## src/design/pli_pkg.sv

```systemverilog
`timescale 1ns / 1ps
package pli_pkg;

	localparam int MAX_POINTS  = 16;
	localparam int NUM_GROUPS  = 2;
	localparam int QUEUE_DEPTH = 2;

	localparam int IDX_W  = $clog2(MAX_POINTS);
	localparam int CNT_W  = $clog2(MAX_POINTS + 1);
	localparam int ADDR_W = $clog2(NUM_GROUPS * MAX_POINTS);
	localparam int QPTR_W = $clog2(QUEUE_DEPTH);
	localparam int QCNT_W = $clog2(QUEUE_DEPTH + 1);

	localparam logic [1:0] OP_CLEAR  = 2'd0;
	localparam logic [1:0] OP_INSERT = 2'd1;
	localparam logic [1:0] OP_QUERY  = 2'd2;

	localparam logic [1:0] ST_OK    = 2'd0;
	localparam logic [1:0] ST_EMPTY = 2'd1;
	localparam logic [1:0] ST_FULL  = 2'd2;

	typedef enum logic [2:0] {
		K_NOP,
		K_CLEAR,
		K_INSERT,
		K_QUERY,
		K_BAD_INSERT,
		K_BAD_QUERY
	} kind_t;

	typedef struct packed {
		kind_t              kind;
		logic               grp;
		logic signed [31:0] x;
		logic signed [31:0] y;
		logic signed [31:0] z;
	} item_t;

endpackage

```

## src/design/pli_queue.sv

```systemverilog
`timescale 1ns / 1ps
module pli_queue import pli_pkg::*; (
	input  logic  clk,
	input  logic  arst_n,
	input  logic  push,
	input  item_t push_item,
	input  logic  pop,
	output item_t pop_item,
	output logic  full,
	output logic  nempty
);

	item_t             ent_q [QUEUE_DEPTH];
	logic [QPTR_W-1:0] wr_q;
	logic [QPTR_W-1:0] rd_q;
	logic [QCNT_W-1:0] cnt_q;

	assign full     = cnt_q == QCNT_W'(QUEUE_DEPTH);
	assign nempty   = cnt_q != '0;
	assign pop_item = ent_q[rd_q];

	always_ff @(posedge clk) begin
		if (push) begin
			ent_q[wr_q] <= push_item;
		end
	end

	always_ff @(posedge clk or negedge arst_n) begin
		if (!arst_n) begin
			wr_q  <= '0;
			rd_q  <= '0;
			cnt_q <= '0;
		end else begin
			if (push) begin
				wr_q <= (32'(wr_q) == QUEUE_DEPTH - 1) ? '0 : wr_q + 1'b1;
			end
			if (pop) begin
				rd_q <= (32'(rd_q) == QUEUE_DEPTH - 1) ? '0 : rd_q + 1'b1;
			end
			if (push && !pop) begin
				cnt_q <= cnt_q + 1'b1;
			end else if (pop && !push) begin
				cnt_q <= cnt_q - 1'b1;
			end
		end
	end

endmodule

```

## config.mk

```make
export PLATFORM = sky130hd
export DESIGN_NAME = pli_queue
export DESIGN_NICKNAME = d
export VERILOG_FILES = /design/src/design/pli_pkg.sv /design/src/design/pli_queue.sv
export SDC_FILE = /design/constraint.sdc
export NUM_CORES = 1
export LEC_CHECK = 0
export BUFFER_PORTS_ARGS = -buffer_cell sky130_fd_sc_hd__buf_2
export CAP_MARGIN = 10
export CORE_MARGIN = 3
export CORE_UTILIZATION = 57
export DETAILED_ROUTE_END_ITERATION = 7
export PLACE_DENSITY = 0.81
export SYNTH_ARGS = -nofsm -noshare
export SYNTH_HDL_FRONTEND = slang
export SYNTH_SLANG_ARGS = --single-unit
```

## constraint.sdc

```tcl
create_clock -name clk -period 16.4 [get_ports clk]
set_clock_uncertainty 0.05 [all_clocks]
set_input_delay 2.46 -clock clk [delete_from_list [all_inputs] [get_ports clk]]
set_output_delay 2.46 -clock clk [all_outputs]
set_load 0.01 [all_outputs]
```

; Word level (Yosys, flattened, before mapping)
; Memories as Yosys holds them, arrays and structs flattened.
; Cells that the tools add are included.
[word_totals]
reg_bits = 4
wordCells = 21
mem_bits_rw = 200
mem_count = 1
out_inout_bits = 102
[op_classes]
eq_ne = 1
muxes = 6
n_addsub = 4
n_reduce_logical = 6
[memory_table]
columns = name, depth, word_bits, rd, rd_ports_with_merged_regs, write_ports, line_no
row1 = ent_q, 2, 100, 1, 0, 1, pli_queue.sv:13  ; item_t ent_q [QUEUE_DEPTH];
[ops]
columns = op, count
row1 = $mux W1, 4
row2 = $mux W2, 2
row3 = $reduce_bool A2 Y1, 2
row4 = $add A1 B1 Y1 const B, 2
row5 = $add A2 B1 Y2 const B, 1
row6 = $eq A2 B2 Y1 const B, 1
row7 = $logic_and A1 B1 Y1, 2
row8 = $logic_not A1 Y1, 2
row9 = $sub A2 B1 Y2 const B, 1

; Depth between registers and ports, before layout
[logic_depth]
ltp_word = 4
mapped_depth = 5

; Worst setup path after synthesis
; Ideal clock, no wire load.
[synth_path]
kind = input port to flip-flop
start = input push
end = memory ent_q[0][0] (netlist name), enable pin
cell_stages = 1
setup_time_ns = 0.572
arrival_time_ns = 6.812
path_slack_ns = 8.966
path_buffers = 0
t_required_ns = 15.778
path_cell_list = nor2b_1
[synth_between]
elab_chain_cells = 2
[synth_lines]
columns = element, line_no
row1 = start: declaration, pli_queue.sv:5  ; input logic push,
row2 = $mux W1, pli_queue.sv:23  ; if (push) begin
row3 = $mux W1 (not written as such), pli_queue.sv:24  ; ent_q[wr_q] <= push_item;
row4 = end: declaration, pli_queue.sv:13
; Every way passes these cells.

==> results.tsv <==
metric	value	unit
Reg2Reg Depth	3	
PortBufs	205	
TritonCTS Buffers	21	
layout cell share with drive strength beyond 1	60.7	%
Fin Hold WS	0.434	ns
Bufs and invs on worst path	2	
residual DRC count	0	
Distinct cells, synth	15	
Max stage delay on crit path	0.99	ns
DRT Pass-1 Iters	4	
CTS tree	built	
status	completed	
fin crit period	5.44	ns
footprint of the multi-input gates	0.00156	mm²
clk slew on worst S/H paths	0.06	ns
CP required	13.89	ns
Initial DRC Count	259	
VDD IR max	129	µV
crit path cell chain	buf_4, mux2_4, buf_2	
DRT antenna net count	0	
Pwr per Cell Area	175	mW/mm²
largest net degree at the start of global routing	57	
peak fanout along the critical path	51	
warnings from Yosys	0	
num rows	42	
max_cap viols	0	
post-route setup TNS	0	ns
GRT Overall Usage	17.0	%
Mapped Nets	432	
Core ar.	0.0133	mm²
slew of the pin with the lowest slew margin	0.938	ns
register area share after synthesis	77.7	%
post-synth design cell area	0.00786	mm²
busiest grt layer	met2	
DIE AREA	0.0152	mm²
crit path kind	reg2out	
cells after synthesis	327	
placed instance count	701	
Starting Density	58.8	%
via count	3726	
Root Driver	clkbuf_16	
nets	653	
initial antenna violation count	2	
CP top delay family	flip-flops	
final hold viol count	0	
Lkg Pwr	3.89	nW
Slew HR	37.5	%
Register Area	0.00611	mm²
critical path's slowest cell	dfrtp_4	
FF+latch count, synth	204	
met3 usage	7.91	%
Ports	206	
Avg Vias per Cell	5.06	
clock sinks	204	
Final setup violation count	0	
first-pass GRT wire length	19.7	mm
Hold Path Class	reg2reg	
maximum clock rate	184	MHz
Slew Viols, Final	0	
H-tree Lvls	1	
Post-CTS Hold Buffers	0	
post_cts resized	0	
worst hold stages	1	
synthesis-to-layout area growth	22.0	%
clock buffer depth	3	
gp weighted congestion	0.730	
crit share post-route	33.1	%
GRT met1 Usage	20.7	%
dpl hpwl	9.05	mm
wire per inst	18.4	µm
GRT met2 Usage	27.9	%
fin cells	736	
post-CTS setup buffer count	0	
most frequent cells in the layout	205 x buf_2, 200 x edfxtp_1, 90 x mux2_4	
total power after layout	1.68	mW
Die H	123	µm
Crit path depth	3	
crit path launch type	register	
worst skew pair latency	0.47	ns
ANT cells	0	
die width	123	µm
Crit path arrival time	2.93	ns
number of global-route vias before repair	3772	
DRT Wirelength	13.5	mm
total grt overflow	0	
filler cell count	843	
RSZ-0062 raised after global routing	false	
most common cell after layout, fill and taps aside	buf_2	
CP endpoint kind	primary output	
Post-Syn Area per Cell	24.0	µm²
## worst register-to-register path, cell delays in order (launching register included)
cell     delay, ns
dfrtp_1       0.43
nor2b_4       0.12
buf_4         0.48
buf_4         0.72
## metrics by stage
step,setup slack [ns],utilization [%],area (µm²)
detailed placement,11.44,67.0,8950
floorplan,8.97,-,7860
global route,10.81,71.8,9580
finish,10.96,71.8,9580
CTS,10.93,71.8,9580
global placement,11.48,67.0,8950
## state kept, by name, indices dropped and copies added (netlist names)
name	flops
cnt_q	2
wr_q	1
rd_q	1
ent_q	200
## power by group
group	switching, mW	internal (mW)
combinational	0.225	0.262
clock	0.174	0.266
sequential	0.0575	0.693
## cell type report
class	instances	area share [%]
clock inverter	8	0.914
inverter	1	0.0392
sequential	204	63.7
clock buffer	27	5.72
multi-input combinational	111	16.3
tap	176	2.30
timing repair buffer	209	11.0
## cell usage after synthesis
cell type | count | share of area, %
edfxtp_1 | 200 | 76
mux2_4 | 90 | 17
mux2_2 | 10 | 1.4
buf_12 | 9 | 2.3
dfrtp_1 | 4 | 1.3
xor2_1 | 4 | 0.45
nor2b_1 | 2 | 0.16
and2_1 | 1 | 0.080
buf_2 | 1 | 0.064
buf_6 | 1 | 0.14
ha_1 | 1 | 0.16
inv_1 | 1 | 0.048
nor2_1 | 1 | 0.048
or2_2 | 1 | 0.080
xnor2_1 | 1 | 0.11
## per-layer routing
metal	wire length (µm)	up-vias
li1	-	1729
met2	6690	166
met5	34	-
met4	217	4
met3	1580	24
met1	5010	1803
## final timing paths
path | slack, ns | start | end
worst max-delay path | 10.96 | rd_q$_DFFE_PN0P_ | pop_item[80]
worst min-delay path | 0.43 | cnt_q[1]$_DFFE_PN0P_ | cnt_q[1]$_DFFE_PN0P_
worst max register to register | 14.17 | wr_q$_DFFE_PN0P_ | ent_q[0][97]$_DFFE_PP_
worst min register to register | 0.43 | cnt_q[1]$_DFFE_PN0P_ | cnt_q[1]$_DFFE_PN0P_
max in group asynchronous | 14.43 | arst_n | rd_q$_DFFE_PN0P_
min in group asynchronous | 1.73 | arst_n | cnt_q[1]$_DFFE_PN0P_
## kinds of logic after synthesis
kind of cell,after synthesis,share of synthesized area (%)
DFF,204,77.7
adders and majority gates,1,0.159
buffers and inverters,12,2.55
muxes,100,18.6
xor gates and xnor gates,5,0.557
and+or+nand+nor,5,0.366
(Power assumes the default switching activity.)
